$ cat src/rtl/pdr_pkg.sv
// shared types, constants and control-store program for the pi duty regulator
package pdr_pkg;

    // pwm resolution and derived compare scale
    localparam int PWM_BITS = 16;
    localparam logic [16:0] PWM_MAX = 17'((1 << PWM_BITS) - 1);

    // duty limits in q0.15
    localparam int DUTY_LO = 3277;
    localparam int DUTY_HI = 29491;

    // register reset values
    localparam logic [15:0] RST_TARGET = 16'd6144;
    localparam logic [15:0] RST_PROP   = 16'd205;
    localparam logic [15:0] RST_INTEG  = 16'd41;
    localparam logic [15:0] RST_PERIOD = 16'd655;
    localparam logic [15:0] RST_LOW    = 16'hC000;
    localparam logic [15:0] RST_HIGH   = 16'h4000;
    localparam logic [14:0] RST_BASE   = 15'd16384;

    // configuration register indexes
    typedef enum logic [2:0] {
        REG_TARGET = 3'd0,
        REG_PROP   = 3'd1,
        REG_INTEG  = 3'd2,
        REG_PERIOD = 3'd3,
        REG_LOW    = 3'd4,
        REG_HIGH   = 3'd5,
        REG_BASE   = 3'd6
    } reg_index_t;

    // control store geometry
    localparam int UC_DEPTH = 10;
    localparam int UC_AW    = $clog2(UC_DEPTH);

    // multiplier operand selects
    typedef enum logic [1:0] {
        MA_KP,
        MA_KI,
        MA_PROD,
        MA_DUTY
    } mul_a_t;

    typedef enum logic [1:0] {
        MB_ERR,
        MB_PERIOD,
        MB_PWM
    } mul_b_t;

    // datapath operations
    typedef enum logic [2:0] {
        OP_NONE,
        OP_ERR,
        OP_PROP,
        OP_INTEG,
        OP_SUM,
        OP_LIMIT,
        OP_DUTY,
        OP_EMIT
    } alu_op_t;

    // step conditions
    typedef enum logic [1:0] {
        C_NONE,
        C_WAIT_IN,
        C_WAIT_OUT
    } cond_t;

    typedef struct packed {
        logic    mul_en;
        mul_a_t  mul_a;
        mul_b_t  mul_b;
        alu_op_t op;
        cond_t   cond;
        logic    last;
    } ucode_word_t;

    // handshake status seen by the sequencer
    typedef struct packed {
        logic in_valid;
        logic out_free;
    } seq_cond_t;

    // control store program
    function automatic ucode_word_t ucode(input logic [UC_AW-1:0] step);
        ucode_word_t w;
        w = '{mul_en: 1'b0, mul_a: MA_KP, mul_b: MB_ERR, op: OP_NONE,
              cond: C_NONE, last: 1'b0};
        case (step)
            // take a sample, form the error
            4'd0: begin
                w.op   = OP_ERR;
                w.cond = C_WAIT_IN;
            end
            // kp * err
            4'd1: begin
                w.mul_en = 1'b1;
                w.mul_a  = MA_KP;
                w.mul_b  = MB_ERR;
            end
            // ki * err, store proportional term
            4'd2: begin
                w.mul_en = 1'b1;
                w.mul_a  = MA_KI;
                w.mul_b  = MB_ERR;
                w.op     = OP_PROP;
            end
            // (ki * err) * period
            4'd3: begin
                w.mul_en = 1'b1;
                w.mul_a  = MA_PROD;
                w.mul_b  = MB_PERIOD;
            end
            4'd4: w.op = OP_INTEG;
            4'd5: w.op = OP_SUM;
            4'd6: w.op = OP_LIMIT;
            4'd7: w.op = OP_DUTY;
            // duty * pwm scale
            4'd8: begin
                w.mul_en = 1'b1;
                w.mul_a  = MA_DUTY;
                w.mul_b  = MB_PWM;
            end
            // load output register, back to the top
            4'd9: begin
                w.op   = OP_EMIT;
                w.cond = C_WAIT_OUT;
                w.last = 1'b1;
            end
            default: begin
                w.last = 1'b1;
            end
        endcase
        return w;
    endfunction

endpackage

$ cat src/rtl/pdr_seq.sv
// control-store sequencer: step counter, program lookup and conditional hold
module pdr_seq
    import pdr_pkg::*;
(
    input  logic        clk,
    input  logic        rst_n,
    input  seq_cond_t   cond,
    output ucode_word_t cw,
    output logic        go
);

    logic [UC_AW-1:0] step_reg;
    logic [UC_AW-1:0] step_next;

    // current control word
    assign cw = ucode(step_reg);

    // step condition
    always_comb
    begin
        case (cw.cond)
            C_NONE:     go = 1'b1;
            C_WAIT_IN:  go = cond.in_valid;
            C_WAIT_OUT: go = cond.out_free;
            default:    go = 1'b0;
        endcase
    end

    // advance, hold or wrap
    always_comb
    begin
        if (!go)
        begin
            step_next = step_reg;
        end
        else if (cw.last)
        begin
            step_next = '0;
        end
        else
        begin
            step_next = step_reg + UC_AW'(1);
        end
    end

    always_ff @(posedge clk or negedge rst_n)
    begin
        if (!rst_n)
        begin
            step_reg <= '0;
        end
        else
        begin
            step_reg <= step_next;
        end
    end

endmodule

$ cat src/rtl/pi_duty_regulator.sv
// pi duty regulator: microcoded pi loop with clamping anti-windup and pwm scaling
// flow: one sample at a time; a new sample is taken only after the previous result
//   has been loaded at the last step of the 10-step program that shares one 33x17
//   multiplier; a stalled result holds the last step
// reset: registers take their default values, the integrator clears to zero,
//   and the sequencer waits at its first step ready for a sample
module pi_duty_regulator
    import pdr_pkg::*;
(
    input  logic               clk,
    input  logic               rst_n,
    input  logic               cfg_we,
    input  logic [2:0]         cfg_index,
    input  logic [15:0]        cfg_data,
    input  logic               in_valid,
    output logic               in_stall,
    input  logic [15:0]        sample_level,
    output logic               out_valid,
    input  logic               out_stall,
    output logic signed [15:0] ctrl_out,
    output logic [14:0]        duty_val,
    output logic [15:0]        pwm_word,
    output logic               out_limited
);

    localparam logic signed [17:0] DUTY_LO_S = 18'(DUTY_LO);
    localparam logic signed [17:0] DUTY_HI_S = 18'(DUTY_HI);

    // configuration registers
    logic [15:0]        target_reg;
    logic signed [15:0] prop_gain_reg;
    logic signed [15:0] integ_gain_reg;
    logic [15:0]        period_reg;
    logic signed [15:0] out_low_reg;
    logic signed [15:0] out_high_reg;
    logic [14:0]        base_reg;

    // datapath registers
    logic signed [16:0] err_reg;
    logic signed [27:0] prop_reg;
    logic signed [31:0] acc_reg;
    logic signed [31:0] acc_next;
    logic signed [32:0] sum_reg;
    logic signed [15:0] ctrl_reg;
    logic               lim_reg;
    logic [14:0]        duty_reg;
    logic signed [49:0] prod_reg;
    logic               out_valid_reg;

    ucode_word_t        cw;
    logic               go;
    seq_cond_t          cond;

    logic signed [32:0] mul_a;
    logic signed [16:0] mul_b;
    logic signed [49:0] mul_p;
    logic signed [32:0] isum;
    logic signed [17:0] dsum;

    // sequencer
    assign cond.in_valid = in_valid;
    assign cond.out_free = !out_valid_reg || !out_stall;

    pdr_seq u_seq (
        .clk   (clk),
        .rst_n (rst_n),
        .cond  (cond),
        .cw    (cw),
        .go    (go)
    );

    assign in_stall  = (cw.cond != C_WAIT_IN);
    assign out_valid = out_valid_reg;

    // configuration writes
    always_ff @(posedge clk or negedge rst_n)
    begin
        if (!rst_n)
        begin
            target_reg     <= RST_TARGET;
            prop_gain_reg  <= RST_PROP;
            integ_gain_reg <= RST_INTEG;
            period_reg     <= RST_PERIOD;
            out_low_reg    <= RST_LOW;
            out_high_reg   <= RST_HIGH;
            base_reg       <= RST_BASE;
        end
        else if (cfg_we)
        begin
            case (cfg_index)
                REG_TARGET: target_reg     <= cfg_data;
                REG_PROP:   prop_gain_reg  <= cfg_data;
                REG_INTEG:  integ_gain_reg <= cfg_data;
                REG_PERIOD: period_reg     <= cfg_data;
                REG_LOW:    out_low_reg    <= cfg_data;
                REG_HIGH:   out_high_reg   <= cfg_data;
                REG_BASE:   base_reg       <= cfg_data[14:0];
                default:    ;
            endcase
        end
    end

    // shared multiplier operands
    always_comb
    begin
        case (cw.mul_a)
            MA_KP:   mul_a = 33'(prop_gain_reg);
            MA_KI:   mul_a = 33'(integ_gain_reg);
            MA_PROD: mul_a = $signed(prod_reg[32:0]);
            MA_DUTY: mul_a = $signed({18'd0, duty_reg});
            default: mul_a = '0;
        endcase
        case (cw.mul_b)
            MB_ERR:    mul_b = err_reg;
            MB_PERIOD: mul_b = $signed({1'b0, period_reg});
            MB_PWM:    mul_b = $signed(PWM_MAX);
            default:   mul_b = '0;
        endcase
    end

    assign mul_p = 50'(mul_a) * 50'(mul_b);

    // integrator update with 32-bit saturation
    assign isum = 33'(acc_reg) + 33'($signed(prod_reg[48:21]));

    always_comb
    begin
        if (isum[32] != isum[31])
        begin
            acc_next = isum[32] ? 32'sh8000_0000 : 32'sh7FFF_FFFF;
        end
        else
        begin
            acc_next = isum[31:0];
        end
    end

    // duty before clamping
    assign dsum = $signed({3'd0, base_reg}) + 18'(ctrl_reg);

    // datapath payload registers
    always_ff @(posedge clk)
    begin
        if (go && cw.mul_en)
        begin
            prod_reg <= mul_p;
        end
        if (go)
        begin
            case (cw.op)
                OP_ERR:  err_reg <= $signed({1'b0, target_reg}) - $signed({1'b0, sample_level});
                OP_PROP: prop_reg <= $signed(prod_reg[32:5]);
                OP_SUM:  sum_reg <= 33'(prop_reg) + 33'(acc_reg);
                OP_LIMIT:
                begin
                    if (sum_reg > 33'(out_high_reg))
                    begin
                        ctrl_reg <= out_high_reg;
                        lim_reg  <= 1'b1;
                    end
                    else if (sum_reg < 33'(out_low_reg))
                    begin
                        ctrl_reg <= out_low_reg;
                        lim_reg  <= 1'b1;
                    end
                    else
                    begin
                        ctrl_reg <= sum_reg[15:0];
                        lim_reg  <= 1'b0;
                    end
                end
                OP_DUTY:
                begin
                    if (dsum < DUTY_LO_S)
                    begin
                        duty_reg <= DUTY_LO_S[14:0];
                    end
                    else if (dsum > DUTY_HI_S)
                    begin
                        duty_reg <= DUTY_HI_S[14:0];
                    end
                    else
                    begin
                        duty_reg <= dsum[14:0];
                    end
                end
                OP_EMIT:
                begin
                    ctrl_out    <= ctrl_reg;
                    duty_val    <= duty_reg;
                    pwm_word    <= 16'(prod_reg[PWM_BITS+14:15]);
                    out_limited <= lim_reg;
                end
                default: ;
            endcase
        end
    end

    // integrator state and anti-windup reload
    always_ff @(posedge clk or negedge rst_n)
    begin
        if (!rst_n)
        begin
            acc_reg <= '0;
        end
        else if (go && cw.op == OP_INTEG)
        begin
            acc_reg <= acc_next;
        end
        else if (go && cw.op == OP_LIMIT)
        begin
            if (sum_reg > 33'(out_high_reg))
            begin
                acc_reg <= 32'(out_high_reg) - 32'(prop_reg);
            end
            else if (sum_reg < 33'(out_low_reg))
            begin
                acc_reg <= 32'(out_low_reg) - 32'(prop_reg);
            end
        end
    end

    // output register valid
    always_ff @(posedge clk or negedge rst_n)
    begin
        if (!rst_n)
        begin
            out_valid_reg <= 1'b0;
        end
        else if (go && cw.op == OP_EMIT)
        begin
            out_valid_reg <= 1'b1;
        end
        else if (!out_stall)
        begin
            out_valid_reg <= 1'b0;
        end
    end

endmodule

$ cat config.mk
export PLATFORM = sky130hd
export DESIGN_NAME = pi_duty_regulator
export DESIGN_NICKNAME = d
export VERILOG_FILES = /design/src/rtl/pdr_pkg.sv /design/src/rtl/pdr_seq.sv /design/src/rtl/pi_duty_regulator.sv
export SDC_FILE = /design/constraint.sdc
export NUM_CORES = 2
export LEC_CHECK = 0
export BUFFER_PORTS_ARGS = -buffer_cell sky130_fd_sc_hd__buf_2
export CAP_MARGIN = 30
export CORE_ASPECT_RATIO = 0.9
export CORE_UTILIZATION = 59
export DETAILED_ROUTE_END_ITERATION = 10
export PLACE_DENSITY = 0.79
export SETUP_SLACK_MARGIN = 0.4
export SLEW_MARGIN = 40
export SYNTH_ARGS = -nofsm -noshare
export SYNTH_HDL_FRONTEND = slang
export SYNTH_SLANG_ARGS = --single-unit
$ cat constraint.sdc
create_clock -name clk -period 8.8 [get_ports clk]
set_input_delay 1.32 -clock clk [delete_from_list [all_inputs] [get_ports clk]]
set_output_delay 1.32 -clock clk [all_outputs]
set_load 0.01 [all_outputs]
==> impl_results.md <==
* Outcome: complete, no violations
* TritonCTS clock tree: done
* Max FFs per register at 49
* Mapped Nets at 5123
* Data required time at the worst endpoint at 9.13 ns
* Mapped Avg Cell Area at 9.435 sq um
* Count of state elements after synthesis at 355
* First-pass GRT wire length at 177200 microns
* Total count of hold-check failures in the final report at 0
* Die height at 249.1 microns
* Clock insertion delay at the later pin of the skew report at 0.59 ns
* Multi-input gate area at 0.02702 sq mm
* Number of instances in the synthesized netlist at 4241
* Largest cells by area after synthesis: fa_1, edfxtp_1, ha_1
* Crit path DAT at 8.49 ns
* Via density at 5.973
* Highest Clock Rate at 122.5 MHz
* Count of TritonRoute iterations in the first routing pass at 8
* Count of final setup violators at 0
* Number of enable flip-flop cells after synthesis at 207
* Clock H-tree levels at 2
* GRT Overall Usage at 33.29%
* Initial antenna violation count at 4
* Routability Congestion at 1.029
* Syn. warnings at 0
* Min cycle time layout at 8.163 ns
* CTS root buf: clkbuf_16
* Number of distinct library cells after synthesis at 99
* Top flip-flop cell by instance count after synthesis: edfxtp_1
* Post-route DRC violation count at 0
* Most frequent cells after synthesis: inv_1, nand2_1, fa_1, nor2_1, ha_1
* Maximum number of pins on one net before global-route repair at 90
* Count of fill cells added during filler insertion at 5224
* Cts bufs inserted at 40
* Post-detailed-route wirelength per cell at 21.50 microns
* GRT Residual Overflow at 0
* WS Path Type: flip-flop to flip-flop
* MaxCap Viol Count at 0
* Ratio of cells with drive above 1 in the final layout at 11.63%
* Accumulated negative setup slack at 0 ns
* Post-synth top area cell: fa_1
* Post-route insts no fill at 5261
* Slew at the pin closest to its max-slew limit at 0.8963 ns
* Detailed-placement wirelength estimate at 90100 microns
* Port-buffer cells at 89
* Number of sinks driven by the clock tree at 355
* Std-Cell Rows at 90
* Max-slew headroom at 40.25%
* Max clock buf depth at 3
* Unrepaired setup endpoints after global routing: no
* Summed instance area of the synthesized netlist at 0.04001 sq mm
* Number of nets at the end of the flow at 5236
* Starting Density at 59.72%
* Largest fanout on the critical path at 31
* Proportion of synthesized chip area in sequential cells at 24.85%
* Total wire length after detailed routing at 113100 microns
* Max Clock Skew at 0.04786 ns
* Vias after detailed routing at 31.42k
* Die Footprint at 0.06887 sq mm
* Clock transition at the registers of the reported paths at 0.06 ns
* Std-Cell Core Area at 0.06700 sq mm
* Sequential cell area at 0.009947 sq mm
* Async set-or-reset flop fraction in the synthesized netlist at 41.69%
* Type of destination of the critical path: flip-flop
* Path type of the worst min-delay path: flip-flop to flip-flop
* Antenna-violating nets left at 0
* Top Ports at 90
* Final number of max-transition violations at 0
* Top-area cell type share of the netlist area at 26.77%
* DRT iter0 DRCs at 3344
* Die extent in x at 276.5 microns
* Signed area change from the synthesized netlist to the final layout at 9.190%
* Final worst-path cycle share at 92.76%
* Most numerous cell in the Yosys netlist: inv_1
* Critical Path Source Type: flip-flop
* Total placed cells including tap cells at 5170
* Number of global-route vias before repair at 31.56k
-- final cells by class --
class | count | share of cell area, %
multi-input cells | 3016 | 61.85
flip-flops and latches | 355 | 22.77
inverters | 724 | 6.235
repair buffers | 217 | 3.399
clock buffers | 51 | 2.698
well taps | 874 | 2.503
clock inverters | 23 | 0.5384
diodes | 1 | 0.005728
-- metal layers --
layer	share of wire, %	GRT usage [%]	wire length (microns)	vias to the layer above
met5	0.015	0	17	-
met4	4.3	12.31	4843	2
met2	44	50.71	49470	1752
li1	-	-	-	14011
met3	12	9.210	13460	297
met1	40	45.62	45300	15362
-- through the flow --
stage | hold WS [ns] | util, % | setup WS (ns) | instance area, sq um
after floorplan | 0.4003 | - | 0.5050 | 40010
after global placement | 0.4025 | 62.46 | 0.3277 | 41850
after detailed placement | 0.4336 | 62.50 | 0.09706 | 41880
after CTS | 0.4190 | 64.64 | 0.4081 | 43310
after global routing | 0.4464 | 65.20 | 0.3766 | 43690
final | 0.4286 | 65.21 | 0.6374 | 43690
-- worst max-delay path, stage by stage, from the launching register on --
cell and delay [ns]:
dfrtp_1 0.38, buf_4 0.20, nor2b_2 0.19, nand2_1 0.12, buf_4 0.32, nand3_1 0.54, buf_4 0.39, nand2_1 0.10
fa_1 0.44, fa_1 0.51, fa_1 0.54, inv_1 0.07, fa_1 0.50, fa_1 0.49, inv_1 0.05, fa_1 0.52
inv_1 0.06, ha_1 0.31, a21oi_2 0.18, nand3b_1 0.13, a21oi_1 0.07, o311a_1 0.36, a311oi_4 0.30, a2111o_1 0.27
a31oi_4 0.12, a221oi_4 0.35, nor3_1 0.08, a311o_1 0.28
-- kinds of logic (layout without fill, tap and decap cells) --
| kind of cell | count (synthesis) | count (layout) | synth area share (%) |
|---|---|---|---|
| and+or+nand+nor | 1237 | 1237 | 13.45 |
| buffers and inverters | 870 | 1015 | 8.280 |
| adders and majority gates | 842 | 842 | 36.37 |
| AOI/OAI and AO/OA | 678 | 678 | 10.71 |
| DFF | 355 | 355 | 24.85 |
| xor gates and xnor gates | 145 | 145 | 3.174 |
| muxes | 114 | 114 | 3.171 |
| other | 0 | 1 | 0 |
-- placed cells by master, fill, tap and decap left out, types with 14 or more instances in the layout --
master     synthesis  final
mux2_2           102    102
nand3_1           53     52
o21ai_0          105    103
o211ai_1          14     14
clkbuf_16          0     45
nor3_1            35     32
dfstp_2           20     20
o21ai_1           21     23
dfrtp_1          128    126
a21oi_2            3     17
and3_1            31     31
a21oi_1          256    239
a211oi_1          31     30
a21o_1            77     76
nand2_1          570    562
fa_1             535    535
nor2_1           384    380
o21bai_1          27     27
edfxtp_1         207    207
nor2b_1           25     24
nand4_1           19     19
o21a_1            26     25
a31oi_1           18     18
ha_1             307    301
inv_1            721    719
buf_2             18     89
buf_4              2    117
xor2_1            38     38
nand2b_1          25     25
xnor2_1          107    107
-- path summary, 6_finish.rpt --
check                                   from          endpoint  slack [ns]  cells after the start
max in group asynchronous              rst_n  prop_gain_reg[8]        6.96                      2
hold / removal                  prod_reg[12]       prop_reg[7]        0.43                      0
min in group asynchronous              rst_n      base_reg[11]        0.71                      1
hold reg to reg                 prod_reg[12]       prop_reg[7]        0.43                      0
setup reg to reg           u_seq.step_reg[3]      prod_reg[45]        0.64                     27
setup / recovery           u_seq.step_reg[3]      prod_reg[45]        0.64                     27
-- timing repair --
item | in CTS | in global routing
cloned | 0 | 1
endpoints found under the setup margin | 9 | 18
buffers inserted | 0 | 13
gates resized for setup | 7 | 56
pin swaps | 0 | 6
hold buffers | 0 | 0
Power is not shown: default switching activity piles up to over one toggle a cycle in this logic, so the estimate is an artifact.
